===== src/hdl/i2crm_pkg.sv =====
// ----------------------------------------------------------------------------
// i2crm_pkg
// Shared types and constants for the bus register map target: event codes,
// sequencer states, sample channel codes and scaling coefficients.
// ----------------------------------------------------------------------------
package i2crm_pkg;

   // event codes carried on the request side
   typedef enum logic [2:0] {
      OP_WRITE_START = 3'd0,
      OP_READ_START  = 3'd1,
      OP_BYTE_RX     = 3'd2,
      OP_BYTE_TX     = 3'd3,
      OP_NACK_END    = 3'd4,
      OP_SAMPLE      = 3'd5,
      OP_BUS_ERROR   = 3'd6
   } op_type;

   // sequencer states
   typedef enum logic [2:0] {
      ST_CLEAR,
      ST_IDLE,
      ST_READ,
      ST_SAMPLE,
      ST_FINISH
   } state_type;

   // the five converter readings of one sample update
   typedef struct packed {
      logic [11:0] temp;
      logic [11:0] i5;
      logic [11:0] i33;
      logic [11:0] v5;
      logic [11:0] vin;
   } raw_set_type;

   // sample channels, in map order
   localparam logic [2:0] CH_VIN  = 3'd0;
   localparam logic [2:0] CH_V5   = 3'd1;
   localparam logic [2:0] CH_I33  = 3'd2;
   localparam logic [2:0] CH_I5   = 3'd3;
   localparam logic [2:0] CH_TEMP = 3'd4;

   // scaling: word = (operand * coef) >> shift
   //   vin  : 3300 * 14.7 / 40960 = 4851 / 4096
   //   v5   : 3300 * 2 / 4096     = 825 / 512
   //   i33  : 3300 / (4096 * 2)   = 825 / 2048
   //   i5   : 3300 / (4096 * 20)  = 165 / 4096
   //   temp : (raw - 620) * 81, kept to 16 bits
   localparam logic [12:0] COEF_VIN   = 13'd4851;
   localparam logic [12:0] COEF_V5    = 13'd825;
   localparam logic [12:0] COEF_I33   = 13'd825;
   localparam logic [12:0] COEF_I5    = 13'd165;
   localparam logic [12:0] COEF_TEMP  = 13'd81;
   localparam logic [3:0]  SHIFT_VIN  = 4'd12;
   localparam logic [3:0]  SHIFT_V5   = 4'd9;
   localparam logic [3:0]  SHIFT_I33  = 4'd11;
   localparam logic [3:0]  SHIFT_I5   = 4'd12;
   localparam logic [3:0]  SHIFT_TEMP = 4'd0;
   localparam logic [15:0] TEMP_OFFSET = 16'd620;

   // last byte step of one sample update (ten bytes, five little-endian words)
   localparam logic [3:0] SAMPLE_LAST_STEP = 4'd9;

   // stream widths
   localparam int REQ_TDATA_W = 72;
   localparam int RSP_TDATA_W = 16;

endpackage


===== src/hdl/i2c_register_map_target.sv =====
// A plain event passes the finish state into the response register; a read start
// or byte sent passes the read state first (one map memory read), a sample update
// the sample state. A new request is taken only in idle. The sample update is bound
// by the single write port of the map memory, one byte per cycle for ten bytes.
// Reset: synchronous; then a clearing pass zeroes every map entry while no
// request word is taken.
// ----------------------------------------------------------------------------
// i2c_register_map_target
// Byte-level target side of a two-wire bus register map. The map lives in a
// synchronous memory; a small sequencer handles pointer, receive bytes, config
// writes and the sample-update write sweep.
// ----------------------------------------------------------------------------
module i2c_register_map_target #(
   parameter int MAP_DEPTH    = 16,
   parameter int CONFIG_INDEX = 0,
   parameter int MEAS_BASE    = 2,
   parameter int RX_LIMIT     = 10
) (
   input  logic                                   clock,
   input  logic                                   reset,
   // request side
   input  logic                                   req_tvalid,
   output logic                                   req_tready,
   // tdata: data_byte[7:0], raw_vin[19:8], raw_v5[31:20], raw_i33[43:32],
   //        raw_i5[55:44], raw_temp[67:56], zero fill [71:68]
   input  logic [i2crm_pkg::REQ_TDATA_W-1:0]      req_tdata,
   // tuser: operation[2:0]
   input  logic [2:0]                             req_tuser,
   // response side
   output logic                                   rsp_tvalid,
   input  logic                                   rsp_tready,
   // tdata: read_data[7:0], led_on[8], zero fill [15:9]
   output logic [i2crm_pkg::RSP_TDATA_W-1:0]      rsp_tdata,
   // tuser: read_valid[0]
   output logic                                   rsp_tuser
);
   import i2crm_pkg::*;

   localparam int AW = $clog2(MAP_DEPTH);
   localparam logic [AW-1:0] LAST_ENTRY = AW'(MAP_DEPTH - 1);
   localparam bit CFG_IN_MAP = (CONFIG_INDEX < MAP_DEPTH);
   localparam logic [AW-1:0] CFG_ADDR = AW'(CONFIG_INDEX % MAP_DEPTH);

   // map memory
   logic [7:0]    map_mem [MAP_DEPTH];
   logic          mem_we;
   logic [AW-1:0] mem_waddr;
   logic [7:0]    mem_wdata;
   logic          mem_re;
   logic [AW-1:0] mem_raddr;
   logic [7:0]    mem_q_ff;

   // sequencer and state registers
   state_type   state_ff, state_in;
   logic [AW-1:0] clear_cnt_ff, clear_cnt_in;
   logic [3:0]  step_ff, step_in;
   raw_set_type raw_ff, raw_in;
   logic [7:0]  ptr_ff, ptr_in;
   logic [3:0]  rx_count_ff, rx_count_in;
   logic [7:0]  first_ff, first_in;
   logic [7:0]  second_ff, second_in;
   logic        led_ff, led_in;
   logic        rd_ok_ff, rd_ok_in;
   logic [7:0]  res_data_ff, res_data_in;
   logic        res_read_ff, res_read_in;
   logic        rsp_valid_ff, rsp_valid_in;
   logic [7:0]  rsp_data_ff, rsp_data_in;
   logic        rsp_led_ff, rsp_led_in;
   logic        rsp_read_ff, rsp_read_in;

   // request fields
   logic        accept;
   op_type      acc_op;
   logic [7:0]  acc_byte;
   raw_set_type acc_raw;

   // helpers
   logic        out_free;
   logic        ptr_ok;
   logic [8:0]  ptr_inc;
   logic [7:0]  ptr_next;
   logic        ptr_next_ok;
   logic        cfg_write;
   logic [15:0] sample_word;
   logic [7:0]  sample_byte;
   logic [8:0]  sample_addr;
   logic        sample_in_map;

   assign accept   = req_tvalid && req_tready;
   assign acc_op   = op_type'(req_tuser);
   assign acc_byte = req_tdata[7:0];
   assign acc_raw  = raw_set_type'(req_tdata[67:8]);
   assign out_free = !rsp_valid_ff || rsp_tready;

   // pointer range and auto increment with wrap
   assign ptr_ok      = {1'b0, ptr_ff} < 9'(MAP_DEPTH);
   assign ptr_inc     = {1'b0, ptr_ff} + 9'd1;
   assign ptr_next    = (ptr_inc >= 9'(MAP_DEPTH)) ? 8'd0 : ptr_inc[7:0];
   assign ptr_next_ok = {1'b0, ptr_next} < 9'(MAP_DEPTH);

   // config write on a two-byte write ending with nack
   assign cfg_write = CFG_IN_MAP && (rx_count_ff == 4'd2) &&
                      (first_ff == 8'(CONFIG_INDEX));

   // sample sweep: one byte per step, low byte first
   i2crm_scale u_scale (
      .raw_set (raw_ff),
      .chan    (step_ff[3:1]),
      .word    (sample_word)
   );
   assign sample_byte   = step_ff[0] ? sample_word[15:8] : sample_word[7:0];
   assign sample_addr   = 9'(MEAS_BASE) + 9'(step_ff);
   assign sample_in_map = sample_addr < 9'(MAP_DEPTH);

   // next state
   always_comb begin
      state_in = state_ff;
      case (state_ff)
         ST_CLEAR: begin
            if (clear_cnt_ff == LAST_ENTRY) state_in = ST_IDLE;
         end
         ST_IDLE: begin
            if (accept) begin
               case (acc_op)
                  OP_READ_START, OP_BYTE_TX: state_in = ST_READ;
                  OP_SAMPLE:                 state_in = ST_SAMPLE;
                  default:                   state_in = ST_FINISH;
               endcase
            end
         end
         ST_READ: state_in = ST_FINISH;
         ST_SAMPLE: begin
            if (step_ff == SAMPLE_LAST_STEP) state_in = ST_FINISH;
         end
         ST_FINISH: begin
            if (out_free) state_in = ST_IDLE;
         end
         default: state_in = ST_IDLE;
      endcase
   end

   // outputs: handshake and memory port controls (ready is high in idle)
   always_comb begin
      req_tready = 1'b0;
      mem_we     = 1'b0;
      mem_waddr  = clear_cnt_ff;
      mem_wdata  = 8'd0;
      mem_re     = 1'b0;
      mem_raddr  = ptr_ff[AW-1:0];
      case (state_ff)
         ST_CLEAR: begin
            mem_we = 1'b1;
         end
         ST_IDLE: begin
            req_tready = 1'b1;
            if (req_tvalid) begin
               case (acc_op)
                  OP_READ_START: begin
                     mem_re    = ptr_ok;
                     mem_raddr = ptr_ff[AW-1:0];
                  end
                  OP_BYTE_TX: begin
                     mem_re    = ptr_next_ok;
                     mem_raddr = ptr_next[AW-1:0];
                  end
                  OP_NACK_END: begin
                     if (rx_count_ff != 4'd1 && cfg_write) begin
                        mem_we    = 1'b1;
                        mem_waddr = CFG_ADDR;
                        mem_wdata = second_ff;
                     end
                  end
                  default: ;
               endcase
            end
         end
         ST_SAMPLE: begin
            mem_we    = sample_in_map;
            mem_waddr = sample_addr[AW-1:0];
            mem_wdata = sample_byte;
         end
         default: ;
      endcase
   end

   // datapath next values
   always_comb begin
      clear_cnt_in = clear_cnt_ff;
      step_in      = step_ff;
      raw_in       = raw_ff;
      ptr_in       = ptr_ff;
      rx_count_in  = rx_count_ff;
      first_in     = first_ff;
      second_in    = second_ff;
      led_in       = led_ff;
      rd_ok_in     = rd_ok_ff;
      res_data_in  = res_data_ff;
      res_read_in  = res_read_ff;
      rsp_valid_in = rsp_valid_ff;
      rsp_data_in  = rsp_data_ff;
      rsp_led_in   = rsp_led_ff;
      rsp_read_in  = rsp_read_ff;

      // response register drains independently
      if (rsp_valid_ff && rsp_tready) rsp_valid_in = 1'b0;

      case (state_ff)
         ST_CLEAR: begin
            clear_cnt_in = clear_cnt_ff + AW'(1);
         end
         ST_IDLE: begin
            if (accept) begin
               res_data_in = 8'd0;
               res_read_in = 1'b0;
               step_in     = 4'd0;
               case (acc_op)
                  OP_WRITE_START: rx_count_in = 4'd0;
                  OP_READ_START: begin
                     res_read_in = 1'b1;
                     rd_ok_in    = ptr_ok;
                  end
                  OP_BYTE_RX: begin
                     if (rx_count_ff < 4'(RX_LIMIT)) begin
                        if (rx_count_ff == 4'd0) first_in = acc_byte;
                        else if (rx_count_ff == 4'd1) second_in = acc_byte;
                        rx_count_in = rx_count_ff + 4'd1;
                     end
                  end
                  OP_BYTE_TX: begin
                     res_read_in = 1'b1;
                     ptr_in      = ptr_next;
                     rd_ok_in    = ptr_next_ok;
                  end
                  OP_NACK_END: begin
                     if (rx_count_ff == 4'd1) ptr_in = first_ff;
                     else if (cfg_write) led_in = second_ff[0];
                  end
                  OP_SAMPLE: raw_in = acc_raw;
                  default: ;
               endcase
            end
         end
         ST_READ: begin
            res_data_in = rd_ok_ff ? mem_q_ff : 8'd0;
         end
         ST_SAMPLE: begin
            step_in = step_ff + 4'd1;
            if (sample_in_map && sample_addr == 9'(CONFIG_INDEX)) led_in = sample_byte[0];
         end
         ST_FINISH: begin
            if (out_free) begin
               rsp_valid_in = 1'b1;
               rsp_data_in  = res_data_ff;
               rsp_led_in   = led_ff;
               rsp_read_in  = res_read_ff;
            end
         end
         default: ;
      endcase
   end

   // map memory: one write port, one registered read port
   always_ff @(posedge clock) begin
      if (mem_we) map_mem[mem_waddr] <= mem_wdata;
      if (mem_re) mem_q_ff <= map_mem[mem_raddr];
   end

   // control registers
   always_ff @(posedge clock) begin
      if (reset) begin
         state_ff     <= ST_CLEAR;
         clear_cnt_ff <= '0;
         ptr_ff       <= 8'd0;
         rx_count_ff  <= 4'd0;
         first_ff     <= 8'd0;
         second_ff    <= 8'd0;
         led_ff       <= 1'b0;
         rsp_valid_ff <= 1'b0;
      end else begin
         state_ff     <= state_in;
         clear_cnt_ff <= clear_cnt_in;
         ptr_ff       <= ptr_in;
         rx_count_ff  <= rx_count_in;
         first_ff     <= first_in;
         second_ff    <= second_in;
         led_ff       <= led_in;
         rsp_valid_ff <= rsp_valid_in;
      end
   end

   // payload registers
   always_ff @(posedge clock) begin
      step_ff     <= step_in;
      raw_ff      <= raw_in;
      rd_ok_ff    <= rd_ok_in;
      res_data_ff <= res_data_in;
      res_read_ff <= res_read_in;
      rsp_data_ff <= rsp_data_in;
      rsp_led_ff  <= rsp_led_in;
      rsp_read_ff <= rsp_read_in;
   end

   assign rsp_tvalid = rsp_valid_ff;
   assign rsp_tdata  = {7'd0, rsp_led_ff, rsp_data_ff};
   assign rsp_tuser  = rsp_read_ff;

endmodule


===== src/hdl/i2crm_scale.sv =====
// ----------------------------------------------------------------------------
// i2crm_scale
// Fixed-point scaling of one converter reading to its map word. One shared
// constant-coefficient multiplier, followed by a channel-dependent shift.
// ----------------------------------------------------------------------------
module i2crm_scale (
   input  i2crm_pkg::raw_set_type raw_set,
   input  logic [2:0]             chan,
   output logic [15:0]            word
);
   import i2crm_pkg::*;

   logic [15:0] operand;
   logic [12:0] coef;
   logic [3:0]  shift;
   logic [28:0] product;

   // pick reading and coefficient for this channel
   always_comb begin
      operand = 16'd0;
      coef    = 13'd0;
      shift   = 4'd0;
      case (chan)
         CH_VIN: begin
            operand = {4'd0, raw_set.vin};
            coef    = COEF_VIN;
            shift   = SHIFT_VIN;
         end
         CH_V5: begin
            operand = {4'd0, raw_set.v5};
            coef    = COEF_V5;
            shift   = SHIFT_V5;
         end
         CH_I33: begin
            operand = {4'd0, raw_set.i33};
            coef    = COEF_I33;
            shift   = SHIFT_I33;
         end
         CH_I5: begin
            operand = {4'd0, raw_set.i5};
            coef    = COEF_I5;
            shift   = SHIFT_I5;
         end
         CH_TEMP: begin
            // offset wraps modulo 2^16, as does the word taken from the product
            operand = {4'd0, raw_set.temp} - TEMP_OFFSET;
            coef    = COEF_TEMP;
            shift   = SHIFT_TEMP;
         end
         default: begin
            operand = 16'd0;
            coef    = 13'd0;
            shift   = 4'd0;
         end
      endcase
   end

   assign product = 29'(operand) * 29'(coef);
   assign word    = 16'(product >> shift);

endmodule

===== config.mk =====
export PLATFORM = sky130hd
export DESIGN_NAME = i2c_register_map_target
export DESIGN_NICKNAME = d
export VERILOG_FILES = /design/src/hdl/i2crm_pkg.sv /design/src/hdl/i2c_register_map_target.sv /design/src/hdl/i2crm_scale.sv
export SDC_FILE = /design/constraint.sdc
export NUM_CORES = 1
export LEC_CHECK = 0
export ABC_AREA = 1
export BUFFER_PORTS_ARGS = -buffer_cell sky130_fd_sc_hd__buf_2
export CAP_MARGIN = 5
export CORE_ASPECT_RATIO = 1.5
export CORE_MARGIN = 1.5
export CORE_UTILIZATION = 45
export DETAILED_ROUTE_END_ITERATION = 10
export GPL_ROUTABILITY_DRIVEN = 0
export PLACE_DENSITY_LB_ADDON = 0.25
export SLEW_MARGIN = 20
export SYNTH_ARGS = -nofsm -noshare
export SYNTH_HDL_FRONTEND = slang
export SYNTH_SLANG_ARGS = --single-unit

===== constraint.sdc =====
create_clock -name clock -period 8.44 [get_ports clock]
set_input_delay 1.266 -clock clock [delete_from_list [all_inputs] [get_ports clock]]
set_output_delay 1.266 -clock clock [all_outputs]
set_load 0.02 [all_outputs]

==> key figures <==
Status
  • Run status: finished with violations
  • Failing checks: design-rule violations

Die
  • Io pins: 98
  • Die H: 248 um
  • DIE AREA: 41300 sq um
  • Std-Cell Rows: 89
  • Effective utilization at floorplan: 0.457
  • Core region area: 39400 sq um
  • Die width: 166 um

Min path
  • Hold Crit Class: reg2reg
  • HP Start: res_data_ff[1]
  • Hold endpoint: rsp_data_ff[1]
  • Worst hold path stage count: 0

Power
  • Cell internal pwr: 2.54 mW
  • Lkg Pwr: 8.96 nW
  • Seq pwr share: 0.390
  • Clock power frac: 0.290
  • Comb power frac: 0.319
  • VDD IR max: 0.000186 V
  • Power Density: 195 nW/um^2
  • Sw Ratio: 0.348
  • Psw: 1.35 mW

GRT
  • GRT Util Overall: 0.219
  • Vias in the first global route: 13.9k
  • Initial antenna violation count: 1
  • Global route overflow: 0
  • Largest net degree at the start of global routing: 103
  • First-pass GRT wire length: 70.5 mm

Logic synthesis
  • Synth area leader: edfxtp_1
  • Synthesized area per cell: 8.85 sq um
  • Post-synth EDFFs: 220
  • Warnings from Yosys: 0
  • Synthesized area: 18000 sq um
  • Dominant synthesized flop cell: edfxtp_1
  • Count leader, synth: inv_1
  • Sequential area share after synthesis: 0.407
  • Distinct cell type count after synthesis: 50
  • Seq cells post-synth: 257
  • Top cell type's share of synthesized area: 0.366
  • Async S/R FF share, synth: 0
  • Synth top cells by count: 434 x inv_1, 383 x nand2_1, 220 x edfxtp_1, 179 x nor2_1, 164 x nand3_1
  • Synth area leaders: edfxtp_1 37%, fa_1 14%, inv_1 9.0%, nand2_1 8.0%, ha_1 6.5%
  • Mapped Cells: 2038

Clocking
  • Num Clock Sinks: 257
  • Htree depth: 1
  • CTS tree: yes
  • Clk_lat worst skew: 0.56 ns
  • Clock root buffer: clkbuf_16
  • CTS clock-pin slew for the worst setup and hold paths: 0.08 ns
  • Max Root-Sink Buffers: 3
  • TritonCTS Buffers: 25

Worst setup path
  • Crit Path Class: reg2reg
  • Critical path startpoint: step_ff[1]
  • Reg2Reg Launch Point: step_ff[1]
  • Top delay family on crit path: adder cells
  • CP endpoint kind: flip-flop
  • Critical-path maximum fanout: 16
  • Crit start category: flip-flop
  • Worst path max stage delay: 0.56 ns
  • R2R cell count: 34
  • Slowest stage cell on the critical path: fa_1
  • Worst R2R End: map_mem[11][6]
  • Crit path arrival time: 8.15 ns
  • R2R setup slack: 0.65 ns
  • CP dominant cell by count: nand2_1
  • Critical path buffers and inverters: 7
  • CP Data Required Time: 8.80 ns

STA
  • Final setup vio count: 0
  • Worst-Margin Slew: 0.951 ns
  • Min Tclk post-route: 7.79 ns
  • RSZ-0062 raised after global routing: false
  • Skew final: 0.0236 ns
  • Max Freq: 128 MHz
  • Final-report max-slew violation count: 0
  • Setup TNS: 0 ns
  • Rel. slew slack: 0.366
  • Final hold vios: 0
  • Final period util: 0.923

Cells and area
  • Layout cells sized above 1: 0.0895
  • Final net count: 2444
  • Area Growth Syn to Fin: 10.6%
  • Post-route cell area: 19900 sq um
  • Finished Core Util: 0.506

Place
  • Area after DPL: 19100 sq um
  • Number of port buffers: 86
  • Dpl hpwl: 35.4 mm

Detailed routing
  • Starting DRT DRC Count: 858
  • Drt wl/cell: 16.8 um
  • Via count: 13.8k
  • Detailed Routing Iterations Pass 1: 9
  • Drt total wl: 44.8 mm
  • Post-route ant nets: 0
  • DRC: 10
  • DR vias/cell: 5.16

Flow run
  • Max Cap Viol: 0
==> power groups by stage <==
stage / Clock [mW] / Sequential, mW / Combinational (mW)
finish: 1.13 / 1.52 / 1.24
global route: 1.20 / 1.53 / 1.40
CTS: 1.16 / 1.52 / 1.25
detailed placement: 0 / 1.55 / 1.24
global placement: 0 / 1.54 / 1.22
floorplan: 0 / 1.55 / 0.878
==> cell families (layout without fill, tap and decap cells) <==
family | after synthesis | after routing | synth area share
other cells | 2 | 25 | 0.000417
buf+inv | 506 | 614 | 0.113
flops | 257 | 257 | 0.407
compound gates | 269 | 269 | 0.0903
xor+xnor | 6 | 6 | 0.00292
simple gates | 782 | 782 | 0.185
fa+ha+maj | 216 | 216 | 0.201
==> layout make-up <==
| class | instances | area, sq um |
|---|---|---|
| clock inverter | 15 | 166 |
| tap | 500 | 626 |
| antenna | 1 | 2.50 |
| multi-input combinational | 1297 | 8770 |
| inverter | 449 | 1690 |
| timing repair buffer | 119 | 691 |
| clock buffer | 31 | 658 |
| sequential | 257 | 7350 |
| fill | 3771 | 19500 |
==> repair_timing <==
item	in CTS	in global routing
gates resized for setup	0	5
hold buffers	0	0
endpoints found under the setup margin	0	32
setup buffers	0	0
==> worst max-delay path by stage <==
stage                                 to  slack, ns  cells past startpoint
after floorplan            map_mem[0][6]       1.75                     35
after global placement     map_mem[3][6]       0.73                     38
after detailed placement   map_mem[1][5]       0.65                     37
final                     map_mem[11][6]       0.65                     34
after CTS                 map_mem[11][6]       0.60                     38
after global routing      map_mem[12][3]       0.08                     33
==> stage by stage <==
stage,hold slack (ns),instances,power [mW],setup slack (ns)
detailed placement,0.407,2621,2.78,0.655
floorplan,0.400,2060,2.43,1.75
global placement,0.401,2621,2.77,0.730
global route,0.428,2669,4.13,0.0780
finish,0.420,2669,3.89,0.650
CTS,0.422,2667,3.92,0.596
==> registers in the layout, indices dropped and copies added, names as in the netlist, 3 cells and up <==
signal,flops
second_ff,8
clear_cnt_ff,4
first_ff,8
raw_ff,60
res_data_ff,8
state_ff,3
step_ff,4
ptr_ff,8
rx_count_ff,4
map_mem,128
mem_q_ff,8
rsp_data_ff,8
==> routing by layer <==
layer / GRT usage / vias up / share of wire
met5: 0 / - / 0
met4: 0.124 / 0 / 0.056
met3: 0.0202 / 112 / 0.034
met2: 0.431 / 355 / 0.55
met1: 0.226 / 6536 / 0.36
li1: - / 6766 / -
==> layout by cell type (no fill, tap or decap), types with 25 or more instances in the layout <==
cell and instances:
fa_1 122, edfxtp_1 220, o211ai_1 44, buf_2 86, dfxtp_1 37, inv_1 434
buf_4 31, nor2_1 178, a21oi_1 89, nand3_1 164, o21ai_0 58, ha_1 94
nand2_1 383, clkbuf_16 25
Power figures use the tool's default switching activity.
